## src/rvdx_pkg.sv

```systemverilog
package rvdx_pkg;

   localparam int unsigned XLEN = 32;
   localparam int unsigned SHAMT_W = 5;

   localparam logic [6:0] OPC_R      = 7'b0110011;
   localparam logic [6:0] OPC_IMM    = 7'b0010011;
   localparam logic [6:0] OPC_LOAD   = 7'b0000011;
   localparam logic [6:0] OPC_STORE  = 7'b0100011;
   localparam logic [6:0] OPC_BRANCH = 7'b1100011;
   localparam logic [6:0] OPC_LUI    = 7'b0110111;
   localparam logic [6:0] OPC_JALR   = 7'b1100111;

   localparam logic [XLEN-1:0] UPPER_MASK = 32'hFFFFF000;

   localparam logic [2:0] F3_ADD_SUB = 3'b000;
   localparam logic [2:0] F3_AND     = 3'b111;
   localparam logic [2:0] F3_SRA     = 3'b101;
   localparam logic [2:0] F3_OR      = 3'b110;
   localparam logic [2:0] F3_SLTU    = 3'b011;

   typedef enum logic [1:0] {
      CLS_ADD = 2'd0,
      CLS_SUB = 2'd1,
      CLS_REG = 2'd2,
      CLS_IMM = 2'd3
   } alu_class_type;

   typedef enum logic [2:0] {
      ALU_ADD,
      ALU_SUB,
      ALU_AND,
      ALU_OR,
      ALU_SRA,
      ALU_SLTU,
      ALU_NONE
   } alu_op_type;

   typedef struct packed {
      logic reg_write;
      logic mem_read;
      logic mem_write;
      logic mem_to_reg;
      logic branch;
      logic jump_register;
      logic upper_immediate;
      logic alu_src;
   } ctrl_type;

endpackage

```

## src/rvdx_if.sv

```systemverilog
interface rvdx_req_if;
   logic               valid;
   logic               ready;
   logic        [31:0] instruction;
   logic signed [31:0] rs1_value;
   logic signed [31:0] rs2_value;

   modport source (output valid, output instruction, output rs1_value, output rs2_value,
                   input ready);
   modport sink   (input valid, input instruction, input rs1_value, input rs2_value,
                   output ready);
endinterface

interface rvdx_rsp_if;
   logic               valid;
   logic               ready;
   logic signed [31:0] alu_result;
   logic               zero_flag;
   logic signed [31:0] immediate;
   logic               reg_write;
   logic               mem_read;
   logic               mem_write;
   logic               mem_to_reg;
   logic               branch;
   logic               jump_register;
   logic               upper_immediate;

   modport source (output valid, output alu_result, output zero_flag, output immediate,
                   output reg_write, output mem_read, output mem_write, output mem_to_reg,
                   output branch, output jump_register, output upper_immediate,
                   input ready);
   modport sink   (input valid, input alu_result, input zero_flag, input immediate,
                   input reg_write, input mem_read, input mem_write, input mem_to_reg,
                   input branch, input jump_register, input upper_immediate,
                   output ready);
endinterface

```

## src/rv32i_subset_decode_execute.sv

```systemverilog
// Decode and execute stage for a subset of RV32I. Each request carries one
// instruction word and the two source register values; each response gives
// the ALU result, its zero flag, the sign-extended I/S/B/U immediate and the
// main control bits (reg_write, mem_read, mem_write, mem_to_reg, branch,
// jump_register, upper_immediate). A request passes one input register, decode
// and ALU logic and one result register. Throughput is one request per cycle,
// sustained as long as the response side keeps ready high. When the response
// side stalls, the result register holds, and the input register still takes
// one more request, so at most two requests are in flight. req.ready is
// combinational on rsp.ready, and is also high while either register is empty.
// Funct7 is ignored (R-type funct3 000 always subtracts, 101 always shifts
// arithmetically), undefined funct3 codes give a zero result, and an unknown
// opcode clears all controls and the immediate and adds rs1 and rs2.
module rv32i_subset_decode_execute
   import rvdx_pkg::*;
(
   input  logic       clock,
   input  logic       reset,
   rvdx_req_if.sink   req,
   rvdx_rsp_if.source rsp
);

   // Input register
   logic            in_valid_ff, in_valid_in;
   logic [XLEN-1:0] instr_ff;
   logic [XLEN-1:0] rs1_ff;
   logic [XLEN-1:0] rs2_ff;

   // Result register
   logic            out_valid_ff, out_valid_in;
   logic [XLEN-1:0] result_ff;
   logic            zero_ff;
   logic [XLEN-1:0] imm_ff;
   ctrl_type        ctrl_ff;

   // Decode and execute logic
   ctrl_type        ctrl;
   alu_op_type      alu_op;
   logic [XLEN-1:0] immediate;
   logic [XLEN-1:0] alu_result;
   logic            zero_flag;

   logic req_accept;
   logic advance;

   // Advance the result register when it is empty or being drained.
   assign advance    = !out_valid_ff || rsp.ready;
   assign req.ready  = !in_valid_ff || advance;
   assign req_accept = req.valid && req.ready;

   always_comb begin
      in_valid_in = in_valid_ff;
      if (req_accept) begin
         in_valid_in = 1'b1;
      end else if (advance) begin
         in_valid_in = 1'b0;
      end
      out_valid_in = advance ? in_valid_ff : out_valid_ff;
   end

   always_ff @(posedge clock) begin
      if (reset) begin
         in_valid_ff  <= 1'b0;
         out_valid_ff <= 1'b0;
      end else begin
         in_valid_ff  <= in_valid_in;
         out_valid_ff <= out_valid_in;
      end
   end

   // Capture the request payload.
   always_ff @(posedge clock) begin
      if (req_accept) begin
         instr_ff <= req.instruction;
         rs1_ff   <= $unsigned(req.rs1_value);
         rs2_ff   <= $unsigned(req.rs2_value);
      end
   end

   rvdx_decode u_decode (
      .instruction (instr_ff),
      .ctrl        (ctrl),
      .immediate   (immediate),
      .alu_op      (alu_op)
   );

   rvdx_alu u_alu (
      .alu_op     (alu_op),
      .ctrl       (ctrl),
      .rs1_value  (rs1_ff),
      .rs2_value  (rs2_ff),
      .immediate  (immediate),
      .alu_result (alu_result),
      .zero_flag  (zero_flag)
   );

   // Load the result register; hold it while the response is stalled.
   always_ff @(posedge clock) begin
      if (advance && in_valid_ff) begin
         result_ff <= alu_result;
         zero_ff   <= zero_flag;
         imm_ff    <= immediate;
         ctrl_ff   <= ctrl;
      end
   end

   assign rsp.valid           = out_valid_ff;
   assign rsp.alu_result      = $signed(result_ff);
   assign rsp.zero_flag       = zero_ff;
   assign rsp.immediate       = $signed(imm_ff);
   assign rsp.reg_write       = ctrl_ff.reg_write;
   assign rsp.mem_read        = ctrl_ff.mem_read;
   assign rsp.mem_write       = ctrl_ff.mem_write;
   assign rsp.mem_to_reg      = ctrl_ff.mem_to_reg;
   assign rsp.branch          = ctrl_ff.branch;
   assign rsp.jump_register   = ctrl_ff.jump_register;
   assign rsp.upper_immediate = ctrl_ff.upper_immediate;

endmodule

```

## src/rvdx_decode.sv

```systemverilog
module rvdx_decode
   import rvdx_pkg::*;
(
   input  logic [XLEN-1:0] instruction,
   output ctrl_type        ctrl,
   output logic [XLEN-1:0] immediate,
   output alu_op_type      alu_op
);

   logic [6:0]    opcode;
   logic [2:0]    funct3;
   alu_class_type alu_class;

   assign opcode = instruction[6:0];
   assign funct3 = instruction[14:12];

   // Controls, ALU class and immediate format from the opcode.
   always_comb begin
      ctrl      = '0;
      alu_class = CLS_ADD;
      immediate = '0;
      unique case (opcode)
         OPC_R: begin
            ctrl.reg_write = 1'b1;
            alu_class      = CLS_REG;
         end
         OPC_IMM: begin
            ctrl.reg_write = 1'b1;
            ctrl.alu_src   = 1'b1;
            alu_class      = CLS_IMM;
            immediate      = {{20{instruction[31]}}, instruction[31:20]};
         end
         OPC_LOAD: begin
            ctrl.reg_write  = 1'b1;
            ctrl.mem_read   = 1'b1;
            ctrl.mem_to_reg = 1'b1;
            ctrl.alu_src    = 1'b1;
            immediate       = {{20{instruction[31]}}, instruction[31:20]};
         end
         OPC_STORE: begin
            ctrl.mem_write = 1'b1;
            ctrl.alu_src   = 1'b1;
            immediate      = {{20{instruction[31]}}, instruction[31:25], instruction[11:7]};
         end
         OPC_BRANCH: begin
            ctrl.branch = 1'b1;
            alu_class   = CLS_SUB;
            immediate   = {{19{instruction[31]}}, instruction[31], instruction[7],
                           instruction[30:25], instruction[11:8], 1'b0};
         end
         OPC_JALR: begin
            ctrl.jump_register = 1'b1;
            ctrl.reg_write     = 1'b1;
            ctrl.alu_src       = 1'b1;
            immediate          = {{20{instruction[31]}}, instruction[31:20]};
         end
         OPC_LUI: begin
            ctrl.upper_immediate = 1'b1;
            ctrl.reg_write       = 1'b1;
            ctrl.alu_src         = 1'b1;
            immediate            = instruction & UPPER_MASK;
         end
         default: begin
            ctrl = '0;
         end
      endcase
   end

   // Class plus funct3 to ALU operation; funct7 is not looked at.
   always_comb begin
      alu_op = ALU_NONE;
      unique case (alu_class)
         CLS_ADD: alu_op = ALU_ADD;
         CLS_SUB: alu_op = ALU_SUB;
         CLS_REG: begin
            unique case (funct3)
               F3_ADD_SUB: alu_op = ALU_SUB;
               F3_AND:     alu_op = ALU_AND;
               F3_SRA:     alu_op = ALU_SRA;
               default:    alu_op = ALU_NONE;
            endcase
         end
         CLS_IMM: begin
            unique case (funct3)
               F3_ADD_SUB: alu_op = ALU_ADD;
               F3_OR:      alu_op = ALU_OR;
               F3_SLTU:    alu_op = ALU_SLTU;
               default:    alu_op = ALU_NONE;
            endcase
         end
         default: alu_op = ALU_NONE;
      endcase
   end

endmodule

```

## src/rvdx_alu.sv

```systemverilog
module rvdx_alu
   import rvdx_pkg::*;
(
   input  alu_op_type      alu_op,
   input  ctrl_type        ctrl,
   input  logic [XLEN-1:0] rs1_value,
   input  logic [XLEN-1:0] rs2_value,
   input  logic [XLEN-1:0] immediate,
   output logic [XLEN-1:0] alu_result,
   output logic            zero_flag
);

   logic [XLEN-1:0]    operand_b;
   logic [XLEN-1:0]    op_result;
   logic [SHAMT_W-1:0] shamt;

   assign operand_b = ctrl.alu_src ? immediate : rs2_value;
   assign shamt     = operand_b[SHAMT_W-1:0];

   always_comb begin
      case (alu_op)
         ALU_ADD:  op_result = rs1_value + operand_b;
         ALU_SUB:  op_result = rs1_value - operand_b;
         ALU_AND:  op_result = rs1_value & operand_b;
         ALU_OR:   op_result = rs1_value | operand_b;
         ALU_SRA:  op_result = $unsigned($signed(rs1_value) >>> shamt);
         ALU_SLTU: op_result = {{(XLEN-1){1'b0}}, (rs1_value < operand_b)};
         default:  op_result = '0;
      endcase
   end

   // LUI passes the immediate straight through.
   assign alu_result = ctrl.upper_immediate ? operand_b : op_result;
   assign zero_flag  = (alu_result == '0);

endmodule

```

## src/flat_wrapper.sv

```systemverilog
// flat-port wrapper written by rule: the top's interface ports become plain ports
module rv32i_subset_decode_execute_flat import rvdx_pkg::*;
  (clock, reset, req_valid, req_instruction, req_rs1_value, req_rs2_value, req_ready, rsp_valid, rsp_alu_result, rsp_zero_flag, rsp_immediate, rsp_reg_write, rsp_mem_read, rsp_mem_write, rsp_mem_to_reg, rsp_branch, rsp_jump_register, rsp_upper_immediate, rsp_ready);
  rvdx_req_if req_i ();
  rvdx_rsp_if rsp_i ();
  input  logic clock;
  input  logic reset;
  input wire logic [$bits(req_i.valid)-1:0] req_valid;
  input wire logic [$bits(req_i.instruction)-1:0] req_instruction;
  input wire logic [$bits(req_i.rs1_value)-1:0] req_rs1_value;
  input wire logic [$bits(req_i.rs2_value)-1:0] req_rs2_value;
  output wire logic [$bits(req_i.ready)-1:0] req_ready;
  output wire logic [$bits(rsp_i.valid)-1:0] rsp_valid;
  output wire logic [$bits(rsp_i.alu_result)-1:0] rsp_alu_result;
  output wire logic [$bits(rsp_i.zero_flag)-1:0] rsp_zero_flag;
  output wire logic [$bits(rsp_i.immediate)-1:0] rsp_immediate;
  output wire logic [$bits(rsp_i.reg_write)-1:0] rsp_reg_write;
  output wire logic [$bits(rsp_i.mem_read)-1:0] rsp_mem_read;
  output wire logic [$bits(rsp_i.mem_write)-1:0] rsp_mem_write;
  output wire logic [$bits(rsp_i.mem_to_reg)-1:0] rsp_mem_to_reg;
  output wire logic [$bits(rsp_i.branch)-1:0] rsp_branch;
  output wire logic [$bits(rsp_i.jump_register)-1:0] rsp_jump_register;
  output wire logic [$bits(rsp_i.upper_immediate)-1:0] rsp_upper_immediate;
  input wire logic [$bits(rsp_i.ready)-1:0] rsp_ready;
  assign req_i.valid = req_valid;
  assign req_i.instruction = req_instruction;
  assign req_i.rs1_value = req_rs1_value;
  assign req_i.rs2_value = req_rs2_value;
  assign req_ready = req_i.ready;
  assign rsp_valid = rsp_i.valid;
  assign rsp_alu_result = rsp_i.alu_result;
  assign rsp_zero_flag = rsp_i.zero_flag;
  assign rsp_immediate = rsp_i.immediate;
  assign rsp_reg_write = rsp_i.reg_write;
  assign rsp_mem_read = rsp_i.mem_read;
  assign rsp_mem_write = rsp_i.mem_write;
  assign rsp_mem_to_reg = rsp_i.mem_to_reg;
  assign rsp_branch = rsp_i.branch;
  assign rsp_jump_register = rsp_i.jump_register;
  assign rsp_upper_immediate = rsp_i.upper_immediate;
  assign rsp_i.ready = rsp_ready;
  rv32i_subset_decode_execute u_core (.clock(clock), .reset(reset), .req(req_i), .rsp(rsp_i));
endmodule
```

## config.mk

```make
export PLATFORM = sky130hd
export DESIGN_NAME = rv32i_subset_decode_execute_flat
export DESIGN_NICKNAME = d
export VERILOG_FILES = /design/src/rvdx_pkg.sv /design/src/rvdx_if.sv /design/src/rv32i_subset_decode_execute.sv /design/src/rvdx_decode.sv /design/src/rvdx_alu.sv /design/src/flat_wrapper.sv
export SDC_FILE = /design/constraint.sdc
export NUM_CORES = 1
export LEC_CHECK = 0
export CORE_AREA = 2 2 154 193
export DETAILED_ROUTE_END_ITERATION = 8
export DIE_AREA = 0 0 156 195
export DONT_BUFFER_PORTS = 1
export GPL_TIMING_DRIVEN = 0
export SYNTH_ARGS = -nofsm -noshare
export SYNTH_HDL_FRONTEND = slang
export SYNTH_SLANG_ARGS = --single-unit
```

## constraint.sdc

```tcl
create_clock -name clock -period 8.4 [get_ports clock]
set_clock_uncertainty 0.15 [all_clocks]
set_input_delay 1.26 -clock clock [delete_from_list [all_inputs] [get_ports clock]]
set_output_delay 1.26 -clock clock [all_outputs]
set_load 0.005 [all_outputs]
```

==> metrics.cfg, run 1 <==
[timing]
fin_crit_ps = 8105
finalHoldViolCount = 0
setup_viol = 0
holdWs_ps = 405.2
max_freq_mhz = 123.4
worst_slew_margin_rel_pct = 18.67
drv_slew = 0
period_share_pct = 96.49
finalWorstSetupSlack_ps = 294.9
rsz0062_at_grt = no
tightest_slew_ps = 1215

[synthesis]
ys_ff_latch = 169
synthArstFlopShare_pct = 0
synthTopCellsByArea = edfxtp_1 36%, ha_1 9.7%, a21oi_1 4.6%
syn_avg_cell_area_um2 = 8.870
synth_fp_nets = 1804
synth_commonest_cells = 167 x edfxtp_1, 144 x nand2_1, 129 x a21oi_1
yosysMostFrequentCell = edfxtp_1
synthCells = 1592
ys_warn_count = 0
yosys.area.top_type = edfxtp_1
synth_top_area_share_pct = 35.51
synthesis.area_um2 = 14120
yosysSeqAreaShare_pct = 35.80
ys.flop_type = edfxtp_1
synth-edff-count = 167
ys_types = 96

[power]
power_uw = 2637
power.leakage_uw = 0.006036
vdd_drop_max_v = 0.0001346
p_per_area_nw_per_um2 = 171.9

[route]
routedWlPerCell_um = 32.10
viasPerCell = 7.138
route.met2.wl_um = 27470
drc = 0
wl_um = 63660
drt_pre_antenna_iters = 6
top_layer = met4
met1_length_um = 24130
antenna_left = 0
drt-initial-drc-count = 1652
wl_met3_um = 6811
via_count = 14160

[floorplan]
io_pins = 174
die_h_um = 195
initial_utilization_pct = 49.72
placementRows = 69
core_um2 = 28400
fp.dieW_um = 156
die-area_um2 = 30420

[final_layout]
drive_gt1_share_pct = 6.577
stdcell_area_um2 = 15340
layout.cells.non_filler = 1983
register_area_um2 = 5055
finalNetCount = 1826
area.growth.synth_to_final_pct = 8.622
fillCellCount = 2606
multi_input_area_um2 = 8253

[worst_setup_path]
end_kind = register
worstPathMaxFanout = 11
max_stage_delay_ps = 540
startpoint_type = register
crit_required_ps = 8530
critPathTopFamily = simple AND/OR/NAND/NOR gates
slowest_stage = or3_1
critical_path_arrival_ps = 8240
crit_chain = buf_2, clkbuf_1, nand2_1, or3_1, clkinvlp_4, buf_2, clkbuf_1, nand2_1, nand3_1, o21ai_0, ha_1, clkinv_1, nand3_1, nor3_1, a22oi_1, a32oi_2, a211oi_2, o311ai_0, a211oi_1, a311o_1, nor4b_1, nand4_1, nor2_1
worst-path-buf-inv = 6
crit_type = reg -> reg

[clock_network]
cts-buffers-inserted = 17
path_clk_slew_ps = 90
clock_path_buffers = 2
hold_buffers = 0
cts_setup_buffers = 0
clkLatencyLatePin_ps = 460
cts_sinks = 169
cts-root-buf = clkbuf_16
tritoncts = done
htreeDepth = 4

[worst_hold_path]
hp-class = reg -> reg

[global_route]
overflow = 0
grt_max_degree = 68
antenna_found_initial = 1
grt_pass1_vias = 13440
grt_pass1_wl_um = 91460
grt_usage_pct = 41.62

[placement]
dp_slack_ps = -244.7
dp_hpwl_um = 50310
dp.cells = 1951
routabilityCongestion = 1.033
placedInstanceArea_um2 = 14670
port-buffer-count = 0

[run]
drv_cap = 0

[outcome]
status = completed

[power breakdown]
part	leakage (uW)	switching [uW]	total, uW	internal [uW]
Clock	0.000305	435	851	416
Sequential	0.00160	52.2	1050	994
Combinational	0.00413	502	740	239
[stage by stage]
stage                     util [%]  setup TNS, ps
final                        54.00              0
after global routing         54.00              0
after CTS                    53.87              0
after detailed placement     51.63         -244.7
after global placement       51.28         -292.6
after floorplan                  -              0
[state kept, by name, indices dropped and copies added (netlist names)]
signal	cells
u_core.in_valid_ff	1
u_core.rsp.reg_write	1
u_core.rsp.branch	1
u_core.rsp.upper_immediate	1
u_core.rs2_ff	32
u_core.rsp.immediate	32
u_core.rsp.zero_flag	1
u_core.rsp.valid	1
u_core.rsp.mem_write	1
u_core.rsp.alu_result	32
u_core.rsp.mem_read	1
u_core.instr_ff	32
u_core.rs1_ff	32
u_core.rsp.jump_register	1
[tightest hold or removal path: stages (launching register included)]
cell     delay, ps
dfxtp_1        340
a21oi_1        130
nor2_1          50
[cell usage in the layout (no fill, tap or decap), types with 7 or more instances in the layout]
cell / count
xnor2_1: 12
buf_2: 15
a211oi_1: 73
edfxtp_1: 167
clkbuf_16: 17
clkbuf_1: 65
a221oi_1: 18
nand2_1: 144
o2111ai_1: 8
o221ai_1: 20
mux2_2: 9
o31ai_1: 12
ha_1: 110
nand4_1: 11
nand3_1: 47
nor4_1: 10
a311oi_1: 7
a22o_1: 8
nor2_1: 126
a221o_1: 18
inv_1: 116
o21bai_1: 12
nor2b_1: 7
a31oi_1: 16
a211o_1: 14
nand2b_1: 36
o21ai_0: 78
nor3_1: 33
o21a_1: 16
mux2i_1: 15
and3_1: 13
o211ai_1: 29
o22ai_1: 12
a21oi_1: 129
a22oi_1: 20
a21o_1: 19
[worst paths after layout]
check / from / to / slack, ps / cells past startpoint
max reg2reg: u_core.instr_ff[5]$_DFFE_PP_ / u_core.rsp.zero_flag$_DFFE_PP_ / 290 / 23
max: u_core.instr_ff[5]$_DFFE_PP_ / u_core.rsp.zero_flag$_DFFE_PP_ / 290 / 23
min reg2reg: u_core.in_valid_ff$_SDFFE_PP0P_ / u_core.in_valid_ff$_SDFFE_PP0P_ / 410 / 2
min: u_core.in_valid_ff$_SDFFE_PP0P_ / u_core.in_valid_ff$_SDFFE_PP0P_ / 410 / 2
[final cells by class]
cell class | instances | area share [%]
antenna | 1 | 0.01631
buffer | 92 | 2.570
clock buffer | 17 | 2.773
clock inverter | 15 | 1.395
inverter | 124 | 3.075
multi-input combinational | 1206 | 53.81
sequential | 169 | 32.96
tap | 355 | 2.896
timing repair buffer | 4 | 0.5139
[cells by family after synthesis]
kind of cell,synth area share [%]
muxes,1.781
DFF,35.80
buffers and inverters,6.123
xor gates and xnor gates,0.8683
AOI/OAI and AO/OA,29.20
adders and majority gates,10.03
and+or+nand+nor,16.20
[metal layers]
layer / GRT usage [%] / vias to the layer above
met4: 28.47 / 0
met5: 0 / -
met1: 53.37 / 6742
li1: - / 6092
met2: 62.44 / 1052
met3: 9.277 / 269
[what timing repair did]
| action | CTS | global route |
|---|---|---|
| gates resized for setup | 1 | 4 |
| endpoints found under the setup margin | 1 | 1 |
| endpoints found under the hold margin | 0 | 0 |
| pin swaps | 0 | 0 |
Power figures use the tool's default switching activity.
==> run 2, diff against run 1 <==
- CAP_MARGIN: default -> 20
- CTS_BUF_LIST: default -> sky130_fd_sc_hd__clkbuf_4
==> metrics.cfg, run 2 (same netlist as run 1, synthesis figures left out) <==
[worst_setup_path]
worstPathMaxFanout = 11  ; unchanged
end_kind = register  ; unchanged
slowest_stage = or3_1  ; unchanged
worst-path-buf-inv = 6  ; unchanged
critPathTopFamily = simple AND/OR/NAND/NOR gates  ; unchanged
r2r-start = u_core.instr_ff[5]$_DFFE_PP_  ; unchanged
rr_endpoint = u_core.rsp.zero_flag$_DFFE_PP_  ; unchanged
r2r_cells = 23  ; unchanged
r2r_slack_ps = 240  ; was 290 ps
crit_required_ps = 8720  ; was 8530 ps
critical_path_arrival_ps = 8480  ; was 8240 ps
crit_chain = buf_2, clkbuf_1, nand2_1, or3_1, clkinvlp_4, buf_2, clkbuf_1, nand2_1, nand3_1, o21ai_0, ha_1, clkinv_1, nand3_1, nor3_1, a22oi_1, a32oi_2, a211oi_2, o311ai_0, a211oi_1, a311o_1, nor4b_1, nand4_1, nor2_1  ; unchanged
crit_type = reg -> reg  ; unchanged
startpoint_type = register  ; unchanged
max_stage_delay_ps = 550  ; was 540 ps

[floorplan]
placementRows = 69  ; unchanged
io_pins = 174  ; unchanged
core_um2 = 28400  ; unchanged
initial_utilization_pct = 49.72  ; unchanged
die-area_um2 = 30420  ; unchanged
die_h_um = 195  ; unchanged
fp.dieW_um = 156  ; unchanged

[final_layout]
layout_common_cells = 167 x edfxtp_1, 144 x nand2_1, 129 x a21oi_1, 126 x nor2_1, 116 x inv_1  ; unchanged
stdcell_area_um2 = 15050  ; was 15340 um2
finalNetCount = 1828  ; was 1826
drive_gt1_share_pct = 6.568  ; was 6.577%
area.growth.synth_to_final_pct = 6.592  ; was 8.622%
utilization_pct = 52.99  ; was 54.00%
fillCellCount = 2656  ; was 2606
layout_commonest_cell = edfxtp_1  ; unchanged

[global_route]
grt_pass1_vias = 13180  ; was 13.44k
overflow = 0  ; unchanged
grt_usage_pct = 41.02  ; was 41.62%
antenna_found_initial = 2  ; was 1
grt_max_degree = 68  ; unchanged
grt_pass1_wl_um = 90130  ; was 91460 um

[power]
vdd_drop_max_v = 0.0001111  ; was 0.0001346 V
p_per_area_nw_per_um2 = 155.3  ; was 171.9 nW/um2
p_int_uw = 1387  ; was 1648 uW
power.leakage_uw = 0.005914  ; was 0.006036 uW
switching_power_uw = 950.6  ; was 988.8 uW
comb_power_share_pct = 31.7  ; was 28.1%
power_uw = 2337  ; was 2637 uW
p_sw_share_pct = 40.67  ; was 37.49%
pwr-share-clk_pct = 23.5  ; was 32.3%
p_seq_share_pct = 44.8  ; was 39.7%

[route]
drt-initial-drc-count = 1586  ; was 1652
viasPerCell = 7.158  ; was 7.138
drc = 0  ; unchanged
wl_um = 63640  ; was 63660 um
via_count = 14230  ; was 14.16k
routedWlPerCell_um = 32.01  ; was 32.10 um
antenna_left = 0  ; unchanged
drt_pre_antenna_iters = 6  ; unchanged

[placement]
dp_hpwl_um = 50330  ; was 50310 um
dp_slack_ps = -246.2  ; was -244.7 ps
placedInstanceArea_um2 = 14680  ; was 14670 um2
routabilityCongestion = 1.033  ; unchanged
port-buffer-count = 0  ; unchanged

[outcome]
status = completed  ; unchanged

[run]
drv_cap = 0  ; unchanged

[timing]
holdWs_ps = 408.3  ; was 405.2 ps
max_freq_mhz = 122.5  ; was 123.4 MHz
worst_slew_margin_rel_pct = 11.60  ; was 18.67%
fin_crit_ps = 8160  ; was 8105 ps
finalWorstSetupSlack_ps = 239.6  ; was 294.9 ps
drv_slew = 0  ; unchanged
finalHoldViolCount = 0  ; unchanged
tightest_slew_ps = 1321  ; was 1215 ps
rsz0062_at_grt = no  ; unchanged
period_share_pct = 97.15  ; was 96.49%
setup_viol = 0  ; unchanged

[clock_network]
hold_buffers = 0  ; unchanged
path_clk_slew_ps = 190  ; was 90 ps
clock_path_buffers = 2  ; unchanged
cts_sinks = 169  ; unchanged
cts-buffers-inserted = 17  ; unchanged
cts-root-buf = clkbuf_4  ; was clkbuf_16
clkLatencyLatePin_ps = 650  ; was 460 ps
tritoncts = done  ; unchanged
htreeDepth = 4  ; unchanged

[worst_hold_path]
min_to = u_core.rsp.valid$_SDFFE_PP0P_  ; was u_core.in_valid_ff$_SDFFE_PP0P_
holdCritStartpoint = u_core.in_valid_ff$_SDFFE_PP0P_  ; unchanged
hp-class = reg -> reg  ; unchanged
min_path_cells = 2  ; unchanged

run 2: metrics by stage:
step | setup TNS, ps | std cells
floorplan | 0 | 1592
global placement | -292.6 | 1947
detailed placement | -246.2 | 1953
CTS | 0 | 1984
global route | 0 | 1987
finish | 0 | 1988
run 2: power by group through the flow:
stage	clock, uW	sequential, uW	combinational [uW]
global placement	0	1070	698
CTS	556	1040	706
global route	585	1050	779
finish	550	1050	740
detailed placement	0	1060	701
floorplan	0	1040	473
run 2: timing repair:
item,CTS,global route
gates cloned,0,0
gates resized for setup,1,4
setup buffers,0,0
endpoints found under the setup margin,1,1
run 2: worst min-delay path, delay by kind of cell, from the launching register on:
kind	cells	cell delay [ps]
and+or+nand+nor	2	170
DFF	1	380
run 2: metal layers:
metal	global-route usage, %	vias to the layer above	part of all wire [%]
met4	26.67	0	7.9
met1	52.67	6797	38
li1	-	6100	-
met2	62.68	1069	44
met5	0	-	0
met3	8.389	264	10
run 2: layout make-up:
cell class              count  area (um2)  share of cell area [%]
diodes                      4       10.01                 0.06650
plain buffers              92       394.1                   2.618
clock buffers              17       127.6                  0.8479
clock inverters            15       214.0                   1.421
inverters                 124       471.7                   3.134
multi-input cells        1206        8242                   54.75
flip-flops and latches    169        5055                   33.58
well taps                 355       444.2                   2.951
repair buffers              6       93.84                  0.6234
run 2: worst max path at each step:
stage                                 startpoint                              to  slack (ps)  depth (start not counted)
global route        u_core.instr_ff[5]$_DFFE_PP_  u_core.rsp.zero_flag$_DFFE_PP_          70                         23
detailed placement  u_core.instr_ff[5]$_DFFE_PP_  u_core.rsp.zero_flag$_DFFE_PP_        -250                         24
floorplan           u_core.instr_ff[5]$_DFFE_PP_  u_core.rsp.zero_flag$_DFFE_PP_        2660                         22
finish              u_core.instr_ff[5]$_DFFE_PP_  u_core.rsp.zero_flag$_DFFE_PP_         240                         23
CTS                 u_core.instr_ff[5]$_DFFE_PP_  u_core.rsp.zero_flag$_DFFE_PP_         190                         23
global placement    u_core.instr_ff[5]$_DFFE_PP_  u_core.rsp.zero_flag$_DFFE_PP_        -290                         24
